### src/rtl/core/gbts_pkg.sv
package gbts_pkg;

    // Marks written into the store
    localparam logic [7:0] GAP_MARK  = 8'd95;  // '_'
    localparam logic [7:0] FILL_MARK = 8'd45;  // '-'
    localparam logic [7:0] OOR_CHAR  = 8'd48;  // '0'

    // Operation codes
    localparam logic OP_INSERT = 1'b0;
    localparam logic OP_READ   = 1'b1;

    // Status codes
    localparam logic [1:0] STAT_OK    = 2'd0;
    localparam logic [1:0] STAT_RANGE = 2'd1;
    localparam logic [1:0] STAT_FULL  = 2'd2;

    typedef struct packed {
        logic       operation;
        logic [7:0] position;
        logic [7:0] char_in;
    } cmd_t;

    typedef struct packed {
        logic [1:0] status;
        logic [7:0] read_char;
        logic [7:0] gap_start_out;
        logic [7:0] gap_end_out;
    } res_t;

    typedef enum logic [2:0] {
        ST_CLEAR,
        ST_IDLE,
        ST_MOVE,
        ST_COPY,
        ST_MARK,
        ST_READ,
        ST_FINISH
    } state_t;

endpackage

### src/rtl/core/gbts_ram.sv
module gbts_ram #(
    parameter int WIDTH = 8,
    parameter int DEPTH = 256
) (
    input  logic                     clk,
    input  logic                     wr_en,
    input  logic [$clog2(DEPTH)-1:0] wr_addr,
    input  logic [WIDTH-1:0]         wr_data,
    input  logic                     rd_en,
    input  logic [$clog2(DEPTH)-1:0] rd_addr,
    output logic [WIDTH-1:0]         rd_data
);

    logic [WIDTH-1:0] mem [DEPTH];

    always_ff @(posedge clk)
    begin
        if (wr_en)
        begin
            mem[wr_addr] <= wr_data;
        end
        // hold the last read word when no read is issued
        if (rd_en)
        begin
            rd_data <= mem[rd_addr];
        end
    end

endmodule

### src/rtl/core/gap_buffer_text_store.sv
// Gap buffer text store: one result word per command word, one command at a time.
// Flow: a read goes through ST_READ, an insert at the current gap through ST_MOVE, and an
// insert past the text straight to ST_FINISH, which loads the result word once the output
// register is free. Each character the gap moves takes a read, a copy write and a mark write.
// Reset: a clearing pass fills the store with '-'; cmd_stall stays high until it is done.
// Gap pointers and handshake state reset at once.
module gap_buffer_text_store #(
    parameter int CAPACITY = 256
) (
    input  logic          clk,
    input  logic          rst_n,
    input  logic          cmd_valid,
    output logic          cmd_stall,
    input  gbts_pkg::cmd_t cmd,
    output logic          res_valid,
    input  logic          res_stall,
    output gbts_pkg::res_t res
);

    import gbts_pkg::*;

    // Address width of the store and a compare width that holds both
    // CAPACITY itself and any 8-bit position.
    localparam int AW = $clog2(CAPACITY);
    localparam int WW = ((AW > 8) ? AW : 8) + 1;

    localparam logic [WW-1:0] CAP_W   = WW'(CAPACITY);
    localparam logic [WW-1:0] LAST_W  = WW'(CAPACITY - 1);
    localparam logic [AW-1:0] LAST_A  = AW'(CAPACITY - 1);
    localparam logic [AW-1:0] ONE_A   = AW'(1);

    state_t          state_reg, state_next;
    logic [AW-1:0]   gs_reg, gs_next;       // first gap slot
    logic [AW-1:0]   ge_reg, ge_next;       // last gap slot, inclusive
    logic [AW-1:0]   clr_reg, clr_next;     // clearing pass address
    logic            out_valid_reg, out_valid_next;

    // Per-command working registers (payload, no reset)
    logic [AW-1:0]   target_reg, target_next;
    logic [7:0]      ch_reg, ch_next;
    logic            left_reg, left_next;   // gap moves toward slot 0
    logic [AW-1:0]   mark_reg, mark_next;   // slot vacated by the last copy
    logic [1:0]      status_reg, status_next;
    logic [7:0]      rd_reg, rd_next;
    res_t            out_reg, out_next;

    // Store port signals
    logic            wr_en;
    logic [AW-1:0]   wr_addr;
    logic [7:0]      wr_data;
    logic            rd_en;
    logic [AW-1:0]   rd_addr;
    logic [7:0]      rd_data;

    logic [WW-1:0]   pos_w;
    logic [WW-1:0]   len_w;

    gbts_ram #(
        .WIDTH (8),
        .DEPTH (CAPACITY)
    ) u_store (
        .clk     (clk),
        .wr_en   (wr_en),
        .wr_addr (wr_addr),
        .wr_data (wr_data),
        .rd_en   (rd_en),
        .rd_addr (rd_addr),
        .rd_data (rd_data)
    );

    // Text length: slots before the gap plus slots after it.
    assign pos_w = WW'(cmd.position);
    assign len_w = WW'(gs_reg) + (LAST_W - WW'(ge_reg));

    // Take a new command only when the previous one has left the working
    // registers; a finished result may still wait in the output register.
    assign cmd_stall = (state_reg != ST_IDLE);
    assign res_valid = out_valid_reg;
    assign res       = out_reg;

    always_comb
    begin
        state_next     = state_reg;
        gs_next        = gs_reg;
        ge_next        = ge_reg;
        clr_next       = clr_reg;
        target_next    = target_reg;
        ch_next        = ch_reg;
        left_next      = left_reg;
        mark_next      = mark_reg;
        status_next    = status_reg;
        rd_next        = rd_reg;
        out_next       = out_reg;
        // drop the result word once the consumer takes it
        out_valid_next = out_valid_reg && res_stall;

        wr_en   = 1'b0;
        wr_addr = gs_reg;
        wr_data = ch_reg;
        rd_en   = 1'b0;
        rd_addr = gs_reg;

        case (state_reg)
            ST_CLEAR:
            begin
                // fill one slot per cycle with the reset mark
                wr_en    = 1'b1;
                wr_addr  = clr_reg;
                wr_data  = FILL_MARK;
                clr_next = clr_reg + ONE_A;
                if (clr_reg == LAST_A)
                begin
                    state_next = ST_IDLE;
                end
            end

            ST_IDLE:
            begin
                if (cmd_valid)
                begin
                    target_next = AW'(pos_w);
                    ch_next     = cmd.char_in;
                    if (cmd.operation == OP_READ)
                    begin
                        if (pos_w < CAP_W)
                        begin
                            rd_en       = 1'b1;
                            rd_addr     = AW'(pos_w);
                            status_next = STAT_OK;
                            state_next  = ST_READ;
                        end
                        else
                        begin
                            status_next = STAT_RANGE;
                            rd_next     = OOR_CHAR;
                            state_next  = ST_FINISH;
                        end
                    end
                    else
                    begin
                        rd_next = 8'd0;
                        if (pos_w > len_w)
                        begin
                            status_next = STAT_RANGE;
                            state_next  = ST_FINISH;
                        end
                        else
                        begin
                            status_next = STAT_OK;
                            state_next  = ST_MOVE;
                        end
                    end
                end
            end

            ST_MOVE:
            begin
                if ((target_reg < gs_reg) && (gs_reg != '0))
                begin
                    // fetch the character just before the gap
                    rd_en      = 1'b1;
                    rd_addr    = gs_reg - ONE_A;
                    left_next  = 1'b1;
                    state_next = ST_COPY;
                end
                else if ((target_reg > gs_reg) && ((WW'(ge_reg) + WW'(1)) < CAP_W))
                begin
                    // fetch the character just after the gap
                    rd_en      = 1'b1;
                    rd_addr    = ge_reg + ONE_A;
                    left_next  = 1'b0;
                    state_next = ST_COPY;
                end
                else if (gs_reg == ge_reg)
                begin
                    // one gap slot left: keep it, report full
                    status_next = STAT_FULL;
                    state_next  = ST_FINISH;
                end
                else
                begin
                    wr_en      = 1'b1;
                    wr_addr    = gs_reg;
                    wr_data    = ch_reg;
                    gs_next    = gs_reg + ONE_A;
                    state_next = ST_FINISH;
                end
            end

            ST_COPY:
            begin
                // copy the fetched character across the gap and shift the gap
                wr_en   = 1'b1;
                wr_data = rd_data;
                if (left_reg)
                begin
                    wr_addr   = ge_reg;
                    gs_next   = gs_reg - ONE_A;
                    ge_next   = ge_reg - ONE_A;
                    mark_next = gs_reg - ONE_A;
                end
                else
                begin
                    wr_addr   = gs_reg;
                    gs_next   = gs_reg + ONE_A;
                    ge_next   = ge_reg + ONE_A;
                    mark_next = ge_reg + ONE_A;
                end
                state_next = ST_MARK;
            end

            ST_MARK:
            begin
                wr_en      = 1'b1;
                wr_addr    = mark_reg;
                wr_data    = GAP_MARK;
                state_next = ST_MOVE;
            end

            ST_READ:
            begin
                rd_next    = rd_data;
                state_next = ST_FINISH;
            end

            ST_FINISH:
            begin
                // load the result word once the output register is free
                if (!out_valid_reg || !res_stall)
                begin
                    out_next.status        = status_reg;
                    out_next.read_char     = rd_reg;
                    out_next.gap_start_out = 8'(gs_reg);
                    out_next.gap_end_out   = 8'(ge_reg);
                    out_valid_next         = 1'b1;
                    state_next             = ST_IDLE;
                end
            end

            default:
            begin
                state_next = ST_IDLE;
            end
        endcase
    end

    always_ff @(posedge clk or negedge rst_n)
    begin
        if (!rst_n)
        begin
            state_reg     <= ST_CLEAR;
            gs_reg        <= '0;
            ge_reg        <= LAST_A;
            clr_reg       <= '0;
            out_valid_reg <= 1'b0;
        end
        else
        begin
            state_reg     <= state_next;
            gs_reg        <= gs_next;
            ge_reg        <= ge_next;
            clr_reg       <= clr_next;
            out_valid_reg <= out_valid_next;
        end
    end

    always_ff @(posedge clk)
    begin
        target_reg <= target_next;
        ch_reg     <= ch_next;
        left_reg   <= left_next;
        mark_reg   <= mark_next;
        status_reg <= status_next;
        rd_reg     <= rd_next;
        out_reg    <= out_next;
    end

endmodule
### config.mk
export PLATFORM = sky130hd
export DESIGN_NAME = gap_buffer_text_store
export DESIGN_NICKNAME = d
export VERILOG_FILES = /design/src/rtl/core/gbts_pkg.sv /design/src/rtl/core/gbts_ram.sv /design/src/rtl/core/gap_buffer_text_store.sv
export SDC_FILE = /design/constraint.sdc
export NUM_CORES = 2
export LEC_CHECK = 0
export BUFFER_PORTS_ARGS = -buffer_cell sky130_fd_sc_hd__buf_2
export CAP_MARGIN = 20
export CORE_UTILIZATION = 55
export DETAILED_ROUTE_END_ITERATION = 6
export PLACE_DENSITY_LB_ADDON = 0.15
export SLEW_MARGIN = 40
export SYNTH_ARGS = -nofsm -noshare
export SYNTH_HDL_FRONTEND = slang
export SYNTH_SLANG_ARGS = --single-unit
### constraint.sdc
create_clock -name clk -period 15.19 [get_ports clk]
set_input_delay 3.038 -clock clk [delete_from_list [all_inputs] [get_ports clk]]
set_output_delay 3.038 -clock clk [all_outputs]
set_load 0.005 [all_outputs]
==> results.yml <==
setup_path:
  crit_arrival_ns: 8.58
  cp-startpoint: "cmd[16]"
  rrSetupSlack_ns: 8.06
  rr_worst_depth: 16
  cp_max_fo: 46
  cp-start-kind: "input port"
  worst-setup-path-type: "input port to register"
  timing.rr.start: "gs_reg[3]"
  endpoint_kind: "register"
  required_ns: 15.73
  r2r_end: "u_store.rd_data[6]"
floorplanning:
  die_area_sq_mm: 0.158
  io_pins: 49
  fp.dieW_microns: 398
  fp.dieH_microns: 398
  row_count: 144
  core_area_sq_mm: 0.155
  initial_core_util_pct: 55.7
grt:
  grt_usage_pct: 32.3
  grt_pass1_vias: 52600
  grt_max_degree: 197
  grt_antenna_before_repair: 7
  overflow: 0
  grt_pass1_wl_microns: 370000
placement:
  gp_congestion: 0.905
  io_buffers: 48
  dpl.hpwl_microns: 147000
  place_area_sq_mm: 0.0886
  dp_cells: 7885
  place_ws_ns: 6.36
synthesis:
  postSynthCellCount: 6093
  synth-edff-count: 2117
  synth_nets: 6146
  synth_top_area_share_pct: 73.8
  synth_top_cells_by_area: "edfxtp_1 (74%), nand2_1 (3.4%), a211oi_1 (3.0%)"
  synth_cell_type_count: 90
  ys_seq_area_share_pct: 74.6
  avgSynthCellArea_sq_um: 14.1
  synth_seq_cells: 2145
  synthArstFlopShare_pct: 1.31
  synth_area_leader_cell: "edfxtp_1"
  ys.flop_type: "edfxtp_1"
  synth_warnings: 0
  mappedNetlistArea_sq_mm: 0.0862
clocking:
  cts_resized: 0
  clock_path_buffers: 3
  postCtsSetupBuffers: 0
  hold_buffers: 0
  worstSkewPairLatency_ns: 0.85
  h-tree-depth: 4
  cts.sinks: 2145
  path_clk_slew_ns: 0.06
  cts_tree: "yes"
  cts_root_buf: "clkbuf_16"
  numCtsBuffers: 211
timing:
  fin_worst_skew_ns: 0.0329
  rsz0062_at_grt: "no"
  slew_headroom_pct: 35.1
  clock.fmax_ghz: 0.124
  setup-violations-final: 0
  hold_viol: 0
  fin_crit_sh_pct: 52.9
  tightestPinTransition_ns: 0.971
  drv_slew: 0
  fin_crit_ns: 8.04
  fin_ws_ns: 7.15
  tns_ns: 0
pwr:
  p_seq_share_pct: 55.7
  intPower_mw: 9.26
  pwr-share-clk_pct: 44.2
  p_leak_nw: 29.1
  power_density_mw_per_mm2: 120
  p_sw_share_pct: 19.4
  p_comb_share_pct: 0.1
  p_switching_mw: 2.22
  peakVddDrop_v: 0.000125
routing:
  detail_route.iter0.violations: 7779
  ant_nets: 0
  drtPass1Iterations: 6
  viasPerCell: 6.79
  drc: 0
  vias: 56200
  finalWirelength_microns: 258000
  wl_per_cell_microns: 31.1
finish:
  multiInputGateArea_sq_mm: 0.0205
  fillCellCount: 11400
  seq_area_sq_mm: 0.0643
  final_nets: 6110
  largest_reg_flops: 2048
  final_cells: 8275
  final_util_pct: 61.7
  largest-register: "u_store.mem"
  drive_above_1_share_pct: 12.0
  area_delta_synth_final_pct: 10.8
  design_area_sq_mm: 0.0955
worst_hold_path:
  min_from: "rd_reg[2]"
  min_to: "res[18]"
  min_path_cells: 0
  hp-class: "register to register"
status:
  status: "finished, final reports clean"
run:
  maxCapViolations: 0
==> kinds of logic (layout without fill, tap and decap cells) <==
group | after synthesis | count (layout) | share of synthesized area, %
buf+inv | 456 | 590 | 2.62
mux | 70 | 70 | 0.819
other cells | 0 | 4 | 0
flops | 2145 | 2145 | 74.6
simple gates | 1923 | 1923 | 9.78
xor+xnor | 33 | 33 | 0.335
fa+ha+maj | 32 | 32 | 0.473
compound gates | 1434 | 1434 | 11.4
==> power groups by stage <==
stage	registers [mW]	logic, mW	clock network, mW
3_5_place_dp	6.53	0.00928	0
3_3_place_gp	6.53	0.00913	0
2_1_floorplan	6.53	0.00212	0
5_1_grt	6.40	0.0103	5.32
4_1_cts	6.40	0.00945	5.10
6_report	6.40	0.00920	5.08
==> layer usage <==
layer	track usage, %	part of all wire [%]	vias up
met4	12.4	3.7	2
met3	7.89	12	539
li1	-	-	23800
met2	48.2	45	3531
met1	46.0	39	28300
met5	0	0.0050	-
==> per-stage QoR <==
| step | hold WS (ns) | power [mW] |
|---|---|---|
| after floorplan | 0.400 | 6.53 |
| after global placement | 0.402 | 6.54 |
| after detailed placement | 0.405 | 6.54 |
| after CTS | 0.418 | 11.5 |
| after global routing | 0.426 | 11.7 |
| final | 0.419 | 11.5 |
==> layout make-up <==
class,instances,share of cell area (%)
Antenna cell,4,0.0105
Clock buffer,264,5.83
Clock inverter,119,1.11
Inverter,39,0.159
Multi-Input combinational cell,3492,21.4
Sequential cell,2145,67.3
Tap cell,2044,2.68
Timing Repair Buffer,168,1.48
==> synth_stat cells, types with 48 or more instances <==
cell type / count
nand4_1: 71
a211oi_1: 343
clkbuf_1: 106
o21ai_0: 86
nor2_1: 518
nand2_1: 770
a21oi_1: 353
edfxtp_1: 2117
a31oi_1: 67
o221ai_1: 82
nor4_1: 92
nor3_1: 117
nand3_1: 251
mux2i_1: 66
o22ai_1: 203
buf_2: 227
buf_4: 48
==> cell usage in the layout, fill, tap and decap left out, types with 34 or more instances in the layout <==
cell       Yosys  layout
a211oi_1     343     342
nand2_1      770     749
clkinv_1       1      42
o21ai_0       86      81
a21oi_1      353     351
nand3_1      251     244
clkinv_2       0      43
clkbuf_16      0     215
buf_2        227      49
nor4_1        92      92
o2111ai_1     38      38
o22a_1        34      34
o22ai_1      203     202
mux2i_1       66      66
nor2_1       518     316
nand4_1       71      71
nor3_1       117     116
a31oi_1       67      66
o221ai_1      82      82
nor2_2         2     202
clkbuf_1     106      49
a32oi_1       43      43
and3_1        43      43
edfxtp_1    2117    2117
inv_1         37      37
buf_4         48      90
==> how the worst max path moves through the flow <==
| stage | endpoint | slack (ns) | cells after the start |
|---|---|---|---|
| after global routing | u_store.rd_data[6] | 7.01 | 18 |
| after detailed placement | u_store.rd_data[6] | 6.36 | 16 |
| final | u_store.rd_data[6] | 7.15 | 16 |
| after floorplan | u_store.mem[0][1] | 2.18 | 4 |
| after global placement | u_store.rd_data[2] | 5.76 | 16 |
| after CTS | u_store.rd_data[6] | 7.25 | 16 |
==> worst max-delay path, cell delays in order <==
cell and delay, ns:
buf_2 0.16, nand2_1 0.18, or3_1 0.46, mux2_2 0.26, o41ai_1 0.09, a31oi_4 0.17
buf_4 0.38, and2_4 0.61, buf_4 0.65, buf_4 0.51, buf_4 0.59, nand3_1 0.13
nand3_1 0.12, a31oi_1 0.09, o41ai_1 0.77, o221ai_1 0.25
Power figures use the tool's default switching activity.
